[config.mk]
export PLATFORM = sky130hd
export DESIGN_NAME = lsi_muldiv
export DESIGN_NICKNAME = d
export VERILOG_FILES = /design/src/rtl/lsi_pkg.sv /design/src/rtl/lsi_muldiv.sv
export SDC_FILE = /design/constraint.sdc
export NUM_CORES = 1
export LEC_CHECK = 0
export ABC_CLOCK_PERIOD_IN_PS = 5500
export BUFFER_PORTS_ARGS = -buffer_cell sky130_fd_sc_hd__buf_2
export CORE_ASPECT_RATIO = 1.1
export CORE_UTILIZATION = 45
export CTS_CLUSTER_SIZE = 12
export DETAILED_ROUTE_END_ITERATION = 12
export GPL_TIMING_DRIVEN = 0
export PLACE_DENSITY = 0.67
export SYNTH_ARGS = -nofsm -noshare
export SYNTH_HDL_FRONTEND = slang
export SYNTH_SLANG_ARGS = --single-unit
[constraint.sdc]
create_clock -name clk -period 5.5 [get_ports clk]
set_input_delay 1.375 -clock clk [delete_from_list [all_inputs] [get_ports clk]]
set_output_delay 1.375 -clock clk [all_outputs]
set_load 0.02 [all_outputs]
[src/rtl/lsi_pkg.sv]
// Shared types and constants for the linear spline interpolator.
package lsi_pkg;

    localparam int unsigned MAX_POINTS_DEF = 64;
    localparam logic [6:0]  POINT_COUNT_RST = 7'd2;

    localparam logic [1:0] MODE_LOAD  = 2'd0;
    localparam logic [1:0] MODE_VALUE = 2'd1;
    localparam logic [1:0] MODE_SLOPE = 2'd2;
    localparam logic [1:0] MODE_NONE  = 2'd3;

    localparam int unsigned MUL_STEPS = 33;
    localparam int unsigned DIV_STEPS = 66;

    typedef struct packed {
        logic [1:0]         mode;
        logic [5:0]         point_index;
        logic signed [31:0] point_x;
        logic signed [31:0] point_y;
        logic signed [31:0] query_x;
    } lsi_in_t;

    typedef struct packed {
        logic signed [31:0] result_value;
        logic               in_range;
        logic [5:0]         segment_index;
        logic               saturated;
    } lsi_out_t;

    typedef struct packed {
        logic start;
        logic use_mul;
    } md_ctl_t;

    typedef enum logic [1:0] {
        MD_IDLE,
        MD_MUL,
        MD_DIV
    } md_phase_t;

    typedef enum logic [3:0] {
        S_IDLE,
        S_X0,
        S_XL,
        S_RANGE,
        S_SCAN_RD,
        S_SCAN_CMP,
        S_RD_A,
        S_RD_B,
        S_CALC,
        S_WAIT,
        S_FIN,
        S_OUT
    } lsi_state_t;

endpackage

[src/rtl/lsi_muldiv.sv]
// Serial shift-add multiplier followed by restoring divider, each with its own adder; multiply only for use_mul.
module lsi_muldiv
    import lsi_pkg::*;
(
    input  logic        clk,
    input  logic        rst_n,
    input  md_ctl_t     ctl,
    input  logic [32:0] mcand,
    input  logic [32:0] divisor,
    input  logic [65:0] opnd,
    output logic        done,
    output logic [65:0] quotient
);

    md_phase_t   phase_reg, phase_next;
    logic [6:0]  cnt_reg;
    logic [65:0] prod_reg;
    logic [32:0] mcand_reg;
    logic [32:0] div_reg;
    logic        done_reg;

    logic [33:0] mul_sum;
    logic [33:0] trial;
    logic        mul_last;
    logic        div_last;

    assign mul_sum  = {1'b0, prod_reg[65:33]} + (prod_reg[0] ? {1'b0, mcand_reg} : 34'd0);
    assign mul_last = (cnt_reg == 7'(MUL_STEPS - 1));
    assign div_last = (cnt_reg == 7'(DIV_STEPS - 1));

    // remainder lives in mcand_reg during the divide phase
    assign trial = {mcand_reg, prod_reg[65]} - {1'b0, div_reg};

    always_comb
    begin
        phase_next = phase_reg;
        case (phase_reg)
            MD_IDLE:
            begin
                if (ctl.start)
                    phase_next = ctl.use_mul ? MD_MUL : MD_DIV;
            end
            MD_MUL:
            begin
                if (mul_last)
                    phase_next = MD_DIV;
            end
            MD_DIV:
            begin
                if (div_last)
                    phase_next = MD_IDLE;
            end
            default: phase_next = MD_IDLE;
        endcase
    end

    always_ff @(posedge clk or negedge rst_n)
    begin
        if (!rst_n)
        begin
            phase_reg <= MD_IDLE;
            cnt_reg   <= 7'd0;
            done_reg  <= 1'b0;
        end
        else
        begin
            phase_reg <= phase_next;
            done_reg  <= (phase_reg == MD_DIV) && div_last;
            if (phase_reg != phase_next)
                cnt_reg <= 7'd0;
            else
                cnt_reg <= cnt_reg + 7'd1;
        end
    end

    always_ff @(posedge clk)
    begin
        case (phase_reg)
            MD_IDLE:
            begin
                if (ctl.start)
                begin
                    prod_reg  <= opnd;
                    mcand_reg <= ctl.use_mul ? mcand : 33'd0;
                    div_reg   <= divisor;
                end
            end
            MD_MUL:
            begin
                prod_reg <= {mul_sum, prod_reg[32:1]};
                if (mul_last)
                    mcand_reg <= 33'd0;
            end
            MD_DIV:
            begin
                if (!trial[33])
                begin
                    mcand_reg <= trial[32:0];
                    prod_reg  <= {prod_reg[64:0], 1'b1};
                end
                else
                begin
                    mcand_reg <= {mcand_reg[31:0], prod_reg[65]};
                    prod_reg  <= {prod_reg[64:0], 1'b0};
                end
            end
            default: prod_reg <= prod_reg;
        endcase
    end

    assign done     = done_reg;
    assign quotient = prod_reg;

endmodule

==> flow_summary.yaml, run 1 <==
status:
  status: "completed"
min_path:
  holdPathStages: 1
  hp-class: "reg2reg"
logic_synthesis:
  synth_area_leaders: "edfxtp_1 39%, ha_1 8.9%, a21oi_1 5.5%"
  yosysTopAreaCellShare_pct: 38.62
  yosys_warnings: 0
  syn_nets: 1294
  synth-seq-cells: 142
  synth_cell_types: 65
  synthArstFlopShare_pct: 7.042
  synthCells: 1083
  synth_area_sq_um: 10260
  ys.flop_type: "edfxtp_1"
  yosysTopAreaCell: "edfxtp_1"
  syn_area_per_cell_sq_um: 9.478
  synth_edf_count: 132
  seq_area_frac_synth_pct: 41.05
layout:
  syn_to_final_growth_pct: 20.38
  final_cell_mix: "206 x buf_2, 132 x edfxtp_1, 112 x a21oi_1"
  largest_reg_flops: 66
  fillerInstances: 2088
  nNetsFinal: 1518
  layout_commonest_cell: "buf_2"
  diodes: 0
  fin_util_pct: 55.53
  drive_gt1_share_pct: 19.77
drt:
  route.vias.total: 9160
  drtIter0Drc: 695
  ant_nets: 0
  dr.pass1.iters: 5
  wl_per_cell_um: 18.70
  viasPerCell: 5.672
  routed_wl_mm: 30.19
  drc: 0
floorplanning:
  rows: 57
  die_area_sq_um: 23420
  dieWidth_um: 146.0
  ios: 203
  die_h_um: 160.4
  core-area_sq_um: 22250
  start_util_pct: 46.13
global_route:
  antenna_found_initial: 0
  grt_pass1_vias: 9015
  use_met3_pct: 4.006
  grt_pass1_wl_mm: 47.40
  grt_max_degree: 36
  met2_usage_pct: 43.56
  grt.met1_usage_pct: 33.10
  gr-total-overflow: 0
  busiest_layer: "met2"
  grt_usage_pct: 25.86
sta:
  slew_viol_final: 0
  max_freq_mhz: 250.3
  layout_min_cycle_time_ns: 3.995
  setup_ws_ns: 1.505
  setup_viol: 0
  relSlewSlack_pct: 44.37
  hold_violations: 0
  worstMarginPinSlew_ns: 0.8345
  grt_setup_unrepaired: "false"
  final.setup_skew_ns: 0.01039
  whs_ns: 0.5126
  finalCritPeriodShare_pct: 72.64
cts:
  htreeDepth: 4
  tritoncts: "built"
  postCtsSetupBuffers: 0
  cts_buffer_depth: 2
  root_buffer: "clkbuf_16"
  clkSlewWorstSetupHoldPaths_ns: 0.06
  ctsResizeCount: 0
  clk_latency_ns: 0.43
  cts_made_buffers: 17
  ctsHoldBuffers: 0
  cts.sinks: 142
placed_design:
  gp_congestion: 0.9418
  numPortBuffers: 202
  dp_hpwl_mm: 23.47
  dp_slack_ns: 1.567
power:
  ir_drop_v: 0.0002948
  finalPower_mw: 6.842
  p_per_area_nw_per_um2: 553.7
  power_leakage_nw: 5.516
setup_path:
  cp_cell_sequence: "clkbuf_1 > and2_1 > ha_1 > a2111oi_2 > o21ai_1 > a21oi_1 > nor2_1 > a211oi_2 > o21ai_1 > a41oi_1 > xor2_1 > o221ai_1"
  reg2reg_depth: 12
  path_class: "reg2reg"
  worstPathMaxFanout: 10
  cp_data_arrival_time_ns: 4.15
  cp_slowest_cell: "edfxtp_1"
  crit_path_max_incr_delay_ns: 0.56
  endpoint_kind: "register"
  cpMostUsedCell: "o21ai_1"
  start_kind: "register"
  worstPathRequired_ns: 5.65
flow_run:
  maxCapViolCount: 0
## per-stage QoR
step / instances / area [sq um] / TNS, ns
after detailed placement: 1583 / 11720 / 0
after CTS: 1615 / 12360 / 0
after floorplan: 1083 / 10260 / 0
after global placement: 1580 / 11640 / -50.32
after global routing: 1615 / 12360 / 0
final: 1615 / 12360 / 0
## cells in the mapped netlist (3+ instances only)
cell	n
o21a_1	14
and3_1	10
buf_2	4
buf_1	8
a21o_1	38
o21bai_1	11
o221ai_1	3
mux2i_1	29
a211oi_1	5
nor2_1	107
nor3b_1	3
o211ai_1	7
o21ai_0	38
a21oi_1	112
a211o_1	3
a22oi_1	50
buf_6	3
nand2b_1	3
a2bb2oi_1	4
edfxtp_1	132
inv_1	54
xnor2_1	41
ha_1	73
xor2_1	23
nor2b_1	20
o21ai_1	38
nor3_1	8
dfrtp_1	10
o31ai_1	5
and2_1	36
clkbuf_1	40
a31oi_1	11
nand4_1	9
nand2_1	79
nand3_1	10
## worst max-delay path, delay by kind of cell, from the launching register on
kind / cells / cell delay (ns)
flip-flops: 1 / 0.56
AND/OR/NAND/NOR: 2 / 0.34
buffers and inverters: 1 / 0.37
XOR/XNOR: 1 / 0.18
AO/OA/AOI/OAI: 7 / 1.97
adder cells (fa/ha/maj): 1 / 0.30
## kinds of logic (layout without fill, tap and decap cells)
group,count (synthesis),after routing,synth area share (%)
buffers and inverters,110,347,4.327
adder cells (fa/ha/maj),75,75,9.288
flip-flops,142,142,41.05
AO/OA/AOI/OAI,368,368,23.43
XOR/XNOR,65,65,5.729
AND/OR/NAND/NOR,294,294,13.35
multiplexers,29,29,2.828
## metal layers
| layer | wire length (um) | up-vias |
|---|---|---|
| met3 | 1945 | 60 |
| met5 | 0 | - |
| li1 | - | 4424 |
| met2 | 14320 | 341 |
| met1 | 13070 | 4335 |
| met4 | 863 | 0 |
## final cells by class
type / count / area (sq um) / share of cell area, %
multi-input cells: 831 / 5623 / 45.50
flip-flops and latches: 142 / 4214 / 34.10
repair buffers: 205 / 1071 / 8.667
clock buffers: 27 / 600.6 / 4.860
well taps: 295 / 369.1 / 2.987
plain buffers: 56 / 241.5 / 1.954
inverters: 54 / 202.7 / 1.640
clock inverters: 5 / 35.03 / 0.2835
## report_power, final
group | switching (mW) | leakage [nW] | total (mW) | internal, mW
Sequential | 0.308 | 1.47 | 1.94 | 1.63
Combinational | 2.06 | 3.73 | 3.68 | 1.62
Clock | 0.473 | 0.310 | 1.23 | 0.753
Total | 2.84 | 5.52 | 6.84 | 4.00
## worst paths after layout
| check | from | endpoint | slack [ns] |
|---|---|---|---|
| max in group asynchronous | rst_n | phase_reg[1]$_DFF_PN0_ | 4.52 |
| worst max-delay path | quotient[0]$_DFFE_PP_ | quotient[59]$_DFFE_PP_ | 1.50 |
| worst max register to register | quotient[0]$_DFFE_PP_ | quotient[59]$_DFFE_PP_ | 1.50 |
| min in group asynchronous | rst_n | cnt_reg[2]$_DFF_PN0_ | 0.79 |
| worst min-delay path | cnt_reg[0]$_DFF_PN0_ | cnt_reg[0]$_DFF_PN0_ | 0.51 |
| worst min register to register | cnt_reg[0]$_DFF_PN0_ | cnt_reg[0]$_DFF_PN0_ | 0.51 |
(Power assumes the default switching activity.)
==> inputs of run 2 (changes only) <==
--- a/config.mk
+++ b/config.mk
@@ -5,14 +5,15 @@
 export SDC_FILE = /design/constraint.sdc
 export NUM_CORES = 1
 export LEC_CHECK = 0
-export ABC_CLOCK_PERIOD_IN_PS = 5500
+export ABC_AREA = 1
+export ABC_CLOCK_PERIOD_IN_PS = 4150
 export BUFFER_PORTS_ARGS = -buffer_cell sky130_fd_sc_hd__buf_2
 export CORE_ASPECT_RATIO = 1.1
 export CORE_UTILIZATION = 45
 export CTS_CLUSTER_SIZE = 12
 export DETAILED_ROUTE_END_ITERATION = 12
 export GPL_TIMING_DRIVEN = 0
-export PLACE_DENSITY = 0.67
+export PLACE_DENSITY = 0.66
 export SYNTH_ARGS = -nofsm -noshare
 export SYNTH_HDL_FRONTEND = slang
 export SYNTH_SLANG_ARGS = --single-unit
==> constraint.sdc (replaced) <==
create_clock -name clk -period 4.15 [get_ports clk]
set_input_delay 1.0375 -clock clk [delete_from_list [all_inputs] [get_ports clk]]
set_output_delay 1.0375 -clock clk [all_outputs]
set_load 0.02 [all_outputs]
==> flow_summary.yaml, run 2 <==
sta:
  max_freq_mhz: 281.2
  hold_violations: 0
  grt_setup_unrepaired: "false"
  setup_viol: 0
  finalCritPeriodShare_pct: 85.70
  final.setup_skew_ns: 0.01440
  worstMarginPinSlew_ns: 1.201
  slew_viol_final: 0
  layout_min_cycle_time_ns: 3.556
  setup_ws_ns: 0.5936
  relSlewSlack_pct: 19.86
placed_design:
  dp_slack_ns: 0.6458
  numPortBuffers: 202
  dp_hpwl_mm: 30.89
  gp_congestion: 0.9902
layout:
  nNetsFinal: 2139
  layout.area.seq_sq_um: 4214
  final_cell_mix: "581 x nand2_1, 329 x inv_1, 208 x buf_2"
  drive_gt1_share_pct: 13.81
  largest_reg_flops: 66
  layout_commonest_cell: "nand2_1"
  diodes: 0
  multi_input_area_sq_um: 6136
  syn_to_final_growth_pct: 17.90
  fillerInstances: 2639
  fin_util_pct: 54.34
global_route:
  gr-total-overflow: 0
  grt_pass1_wl_mm: 57.57
  antenna_found_initial: 0
  grt_usage_pct: 28.48
  grt_pass1_vias: 11018
  grt_max_degree: 34
floorplanning:
  core-area_sq_um: 25490
  die_area_sq_um: 26760
  dieWidth_um: 156.1
  ios: 203
  rows: 61
  start_util_pct: 46.09
  die_h_um: 171.5
cts:
  root_buffer: "clkbuf_16"
  clk_latency_ns: 0.44
  htreeDepth: 4
  tritoncts: "built"
  cts_buffer_depth: 2
  ctsHoldBuffers: 0
  cts_made_buffers: 17
  clkSlewWorstSetupHoldPaths_ns: 0.07
  postCtsSetupBuffers: 0
  cts.sinks: 142
  ctsResizeCount: 0
flow_run:
  maxCapViolCount: 0
setup_path:
  endpoint_kind: "register"
  cp_cell_sequence: "clkbuf_1 > nand2_1 > inv_1 > ha_1 > inv_1 > fa_1 > inv_1 > nand3_1 > nand2_1 > a21oi_1 > o21ai_0 > nand2_1 > nand3_1 > nand2_1 > nand3_1 > nand3_1"
  worstPathMaxFanout: 7
  crit_path_max_incr_delay_ns: 0.60
  worstPathRequired_ns: 4.31
  cp_slowest_cell: "o21ai_0"
  start_kind: "register"
  cp_data_arrival_time_ns: 3.72
  path_class: "reg2reg"
power:
  p_comb_share_pct: 62.6
  switching_share_pct: 52.35
  p_sw_mw: 6.455
  p_clk_share_pct: 12.9
  power_leakage_nw: 7.333
  p_per_area_nw_per_um2: 890.1
  p_seq_share_pct: 24.5
  internal_power_mw: 5.876
  ir_drop_v: 0.0003154
logic_synthesis:
  seq_area_frac_synth_pct: 35.86
  synthArstFlopShare_pct: 7.042
  ys.flop_type: "edfxtp_1"
  synth_most_common_cell: "nand2_1"
  synth_area_leaders: "edfxtp_1 34%, nand2_1 19%, inv_1 11%"
  synthCells: 1705
  yosysTopAreaCell: "edfxtp_1"
  yosys_warnings: 0
  syn_nets: 1916
  yosysTopAreaCellShare_pct: 33.73
  synthTopCellsByCount: "581 x nand2_1, 329 x inv_1, 136 x nand3_1"
  synth-seq-cells: 142
  synth_cell_types: 39
  syn_area_per_cell_sq_um: 6.892
  synth_area_sq_um: 11750
  synth_edf_count: 132
min_path:
  hp-class: "in2async"
drt:
  ant_nets: 0
  drtIter0Drc: 723
  viasPerCell: 5.089
  route.vias.total: 11638
  wl_per_cell_um: 16.24
  drc: 0
  dr.pass1.iters: 5
  routed_wl_mm: 37.15
status:
  status: "completed"
-- run 2: cell count changes in the layout (fill, tap and decap cells not counted), moves of 19 or more --
cell / delta
mux2i_1: -29
nand2_1: +502
and2_1: -33
nand3_1: +126
a21o_1: -36
o221ai_1: +29
xnor2_1: -26
a21oi_1: -40
nor2b_1: -19
a22oi_1: -50
o21ai_1: -36
inv_1: +275
-- run 2: power groups by stage --
stage               clock network, mW  logic [mW]  registers [mW]
floorplan                           0        5.07            3.28
finish                           1.59        7.72            3.02
detailed placement                  0        7.65            3.04
global placement                    0        7.52            3.06
global route                     1.66        8.67            3.09
CTS                              1.60        7.69            3.02
-- run 2: per-stage QoR --
stage               total power [mW]  instance area (sq um)  hold slack (ns)  TNS [ns]  std cells
floorplan                      8.348                  11750           0.4804         0       1705
global placement               10.58                  13200           0.5074    -12.90       2253
detailed placement             10.70                  13260           0.5146         0       2255
CTS                            12.30                  13850           0.4518         0       2287
global route                   13.41                  13850           0.4593         0       2287
finish                         12.33                  13850           0.4494         0       2287
-- run 2: worst paths after layout --
kind | from | end | slack, ns | cells after the start
setup / recovery | quotient[0]$_DFFE_PP_ | quotient[54]$_DFFE_PP_ | 0.59 | 16
hold / removal | rst_n | phase_reg[0]$_DFF_PN0_ | 0.45 | 1
setup reg to reg | quotient[0]$_DFFE_PP_ | quotient[54]$_DFFE_PP_ | 0.59 | 16
hold reg to reg | cnt_reg[0]$_DFF_PN0_ | cnt_reg[0]$_DFF_PN0_ | 0.52 | 1
max in group asynchronous | rst_n | done$_DFF_PN0_ | 3.50 | 1
min in group clk | cnt_reg[0]$_DFF_PN0_ | cnt_reg[0]$_DFF_PN0_ | 0.52 | 1
-- run 2: logic make-up after synthesis --
kind of cell | Yosys count | share of synthesized area (%)
and+or+nand+nor | 907 | 32.02
buffers and inverters | 368 | 12.04
AOI/OAI and AO/OA | 190 | 10.24
DFF | 142 | 35.86
adders and majority gates | 75 | 8.114
xor gates and xnor gates | 23 | 1.714
-- run 2: cell type report --
cell class	instances	area share [%]
Multi-Input combinational cell	1195	44.29
Sequential cell	142	30.42
Inverter	330	8.941
Timing Repair Buffer	204	7.641
Clock buffer	20	3.531
Tap cell	346	3.125
Buffer	38	1.273
Clock inverter	12	0.7767
-- run 2: routing by layer --
metal	track usage [%]	wire, um	up-vias
met5	0	0	-
met2	49.26	17730	367
met3	3.578	1913	66
met1	36.09	16230	5267
met4	11.08	1276	0
li1	-	-	5938
-- run 2: worst max-delay path: cells and delay by family (launching register included) --
kind | cells | cell delay (ns)
flops | 1 | 0.35
buf+inv | 4 | 0.66
simple gates | 8 | 0.88
compound gates | 2 | 0.72
fa+ha+maj | 2 | 0.66
==> inputs of run 3 (changes only) <==
--- a/config.mk
+++ b/config.mk
@@ -9,11 +9,12 @@
 export ABC_CLOCK_PERIOD_IN_PS = 4150
 export BUFFER_PORTS_ARGS = -buffer_cell sky130_fd_sc_hd__buf_2
 export CORE_ASPECT_RATIO = 1.1
-export CORE_UTILIZATION = 45
+export CORE_UTILIZATION = 50
+export CTS_CLUSTER_DIAMETER = 60
 export CTS_CLUSTER_SIZE = 12
 export DETAILED_ROUTE_END_ITERATION = 12
 export GPL_TIMING_DRIVEN = 0
-export PLACE_DENSITY = 0.66
+export PLACE_DENSITY = 0.72
 export SYNTH_ARGS = -nofsm -noshare
 export SYNTH_HDL_FRONTEND = slang
 export SYNTH_SLANG_ARGS = --single-unit
==> flow_summary.yaml, run 3 (same netlist as run 2, synthesis figures left out) <==
status:
  status: "completed"
cts:
  ctsHoldBuffers: 0
  tritoncts: "built"
  clkSlewWorstSetupHoldPaths_ns: 0.08
  cts_buffer_depth: 2
  root_buffer: "clkbuf_16"
  ctsResizeCount: 0
  htreeDepth: 4
  clk_latency_ns: 0.44
  cts_made_buffers: 17
  postCtsSetupBuffers: 0
  cts.sinks: 142
flow_run:
  maxCapViolCount: 0
layout:
  fin_util_pct: 60.06
  drive_gt1_share_pct: 13.76
  final_cell_mix: "581 x nand2_1, 329 x inv_1, 208 x buf_2"
  fin_cells: 2242
  layout_commonest_cell: "nand2_1"
  syn_to_final_growth_pct: 17.21
  fillerInstances: 2215
  nNetsFinal: 2139
  largest_reg_flops: 66
floorplanning:
  ios: 203
  die_area_sq_um: 24120
  start_util_pct: 51.24
  dieWidth_um: 148.2
  rows: 58
  core-area_sq_um: 22930
  die_h_um: 162.8
setup_path:
  path_buf_inv: 4
  endpoint_kind: "register"
  cp_slowest_cell: "o21ai_0"
  cpMostUsedCell: "nand2_1"
  reg2reg_slack_ns: 0.59
  path_class: "reg2reg"
  worstPathMaxFanout: 7
  crit_family: "simple AND/OR/NAND/NOR gates"
  cp_data_arrival_time_ns: 3.77
  start_kind: "register"
  crit_path_max_incr_delay_ns: 0.53
  cp_cell_sequence: "clkbuf_1 > nand2_1 > inv_1 > ha_1 > inv_1 > fa_1 > inv_1 > nand3_1 > nand2_1 > a21oi_1 > o21ai_0 > nand3b_1 > nand2_1 > nand2_1 > nand3_1 > nand2_1"
  worstPathRequired_ns: 4.36
sta:
  max_freq_mhz: 280.7
  setup-tns-final_ns: 0
  setup_viol: 0
  layout_min_cycle_time_ns: 3.562
  setup_ws_ns: 0.5881
  whs_ns: 0.4453
  finalCritPeriodShare_pct: 85.83
  slew_viol_final: 0
  grt_setup_unrepaired: "false"
  final.setup_skew_ns: 0.01464
  relSlewSlack_pct: 19.17
  worstMarginPinSlew_ns: 1.211
  hold_violations: 0
global_route:
  antenna_found_initial: 1
  grt_pass1_vias: 11302
  gr-total-overflow: 0
  grt_max_degree: 34
  grt_usage_pct: 31.56
  grt_pass1_wl_mm: 58.15
placed_design:
  dp_slack_ns: 0.6272
  dp_cells: 2209
  gp_congestion: 0.9538
  numPortBuffers: 202
  dp_hpwl_mm: 30.55
drt:
  wl_per_cell_um: 16.54
  viasPerCell: 5.260
  dr.pass1.iters: 6
  ant_nets: 0
  drc: 0
  route.vias.total: 11794
  routed_wl_mm: 37.07
  drtIter0Drc: 811
min_path:
  hp-class: "in2async"
power:
  ir_drop_v: 0.0003480
  p_per_area_nw_per_um2: 893.3
  power_leakage_nw: 7.321
-- run 3: cell types whose count changed in the layout (fill, tap and decap cells not counted), sizes merged --
cell / change
clkinv: +1
diode: +1
clkbuf: -1
-- run 3: report_power, final --
| part | switching, mW | total [mW] | internal (mW) |
|---|---|---|---|
| Combinational | 5.23 | 7.73 | 2.50 |
| Clock | 0.727 | 1.55 | 0.827 |
| Sequential | 0.518 | 3.01 | 2.50 |
-- run 3: layout make-up --
type                       instances  area [sq um]  share of cell area, %
sequential                       142          4214                  30.60
buffer                            38         176.4                  1.281
clock buffer                      19         454.2                  3.298
inverter                         330          1239                  8.994
timing repair buffer             204          1059                  7.686
multi-input combinational       1195          6136                  44.55
antenna                            1         2.502                0.01817
clock inverter                    13         116.4                 0.8449
tap                              300         375.4                  2.726
-- run 3: routing by layer --
metal | global-route usage (%) | vias up | part of all wire [%]
met1 | 39.82 | 5389 | 43
li1 | - | 5951 | -
met5 | 0 | - | 0
met2 | 55.42 | 395 | 49
met3 | 3.473 | 59 | 5.4
met4 | 11.62 | 0 | 2.8
-- run 3: worst paths after layout --
path                                       startpoint  depth (start not counted)                     end
min in group clk                 cnt_reg[0]$_DFF_PN0_                          1    cnt_reg[0]$_DFF_PN0_
max in group asynchronous                       rst_n                          1          done$_DFF_PN0_
worst max register to register  quotient[0]$_DFFE_PP_                         16  quotient[62]$_DFFE_PP_
worst max-delay path            quotient[0]$_DFFE_PP_                         16  quotient[62]$_DFFE_PP_
worst min register to register   cnt_reg[0]$_DFF_PN0_                          1    cnt_reg[0]$_DFF_PN0_
worst min-delay path                            rst_n                          1  phase_reg[0]$_DFF_PN0_
-- run 3: per-stage QoR --
step / power [mW] / area, sq um
floorplan: 8.348 / 11750
global route: 13.35 / 13770
global placement: 10.51 / 13140
detailed placement: 10.65 / 13200
CTS: 12.22 / 13770
finish: 12.30 / 13770
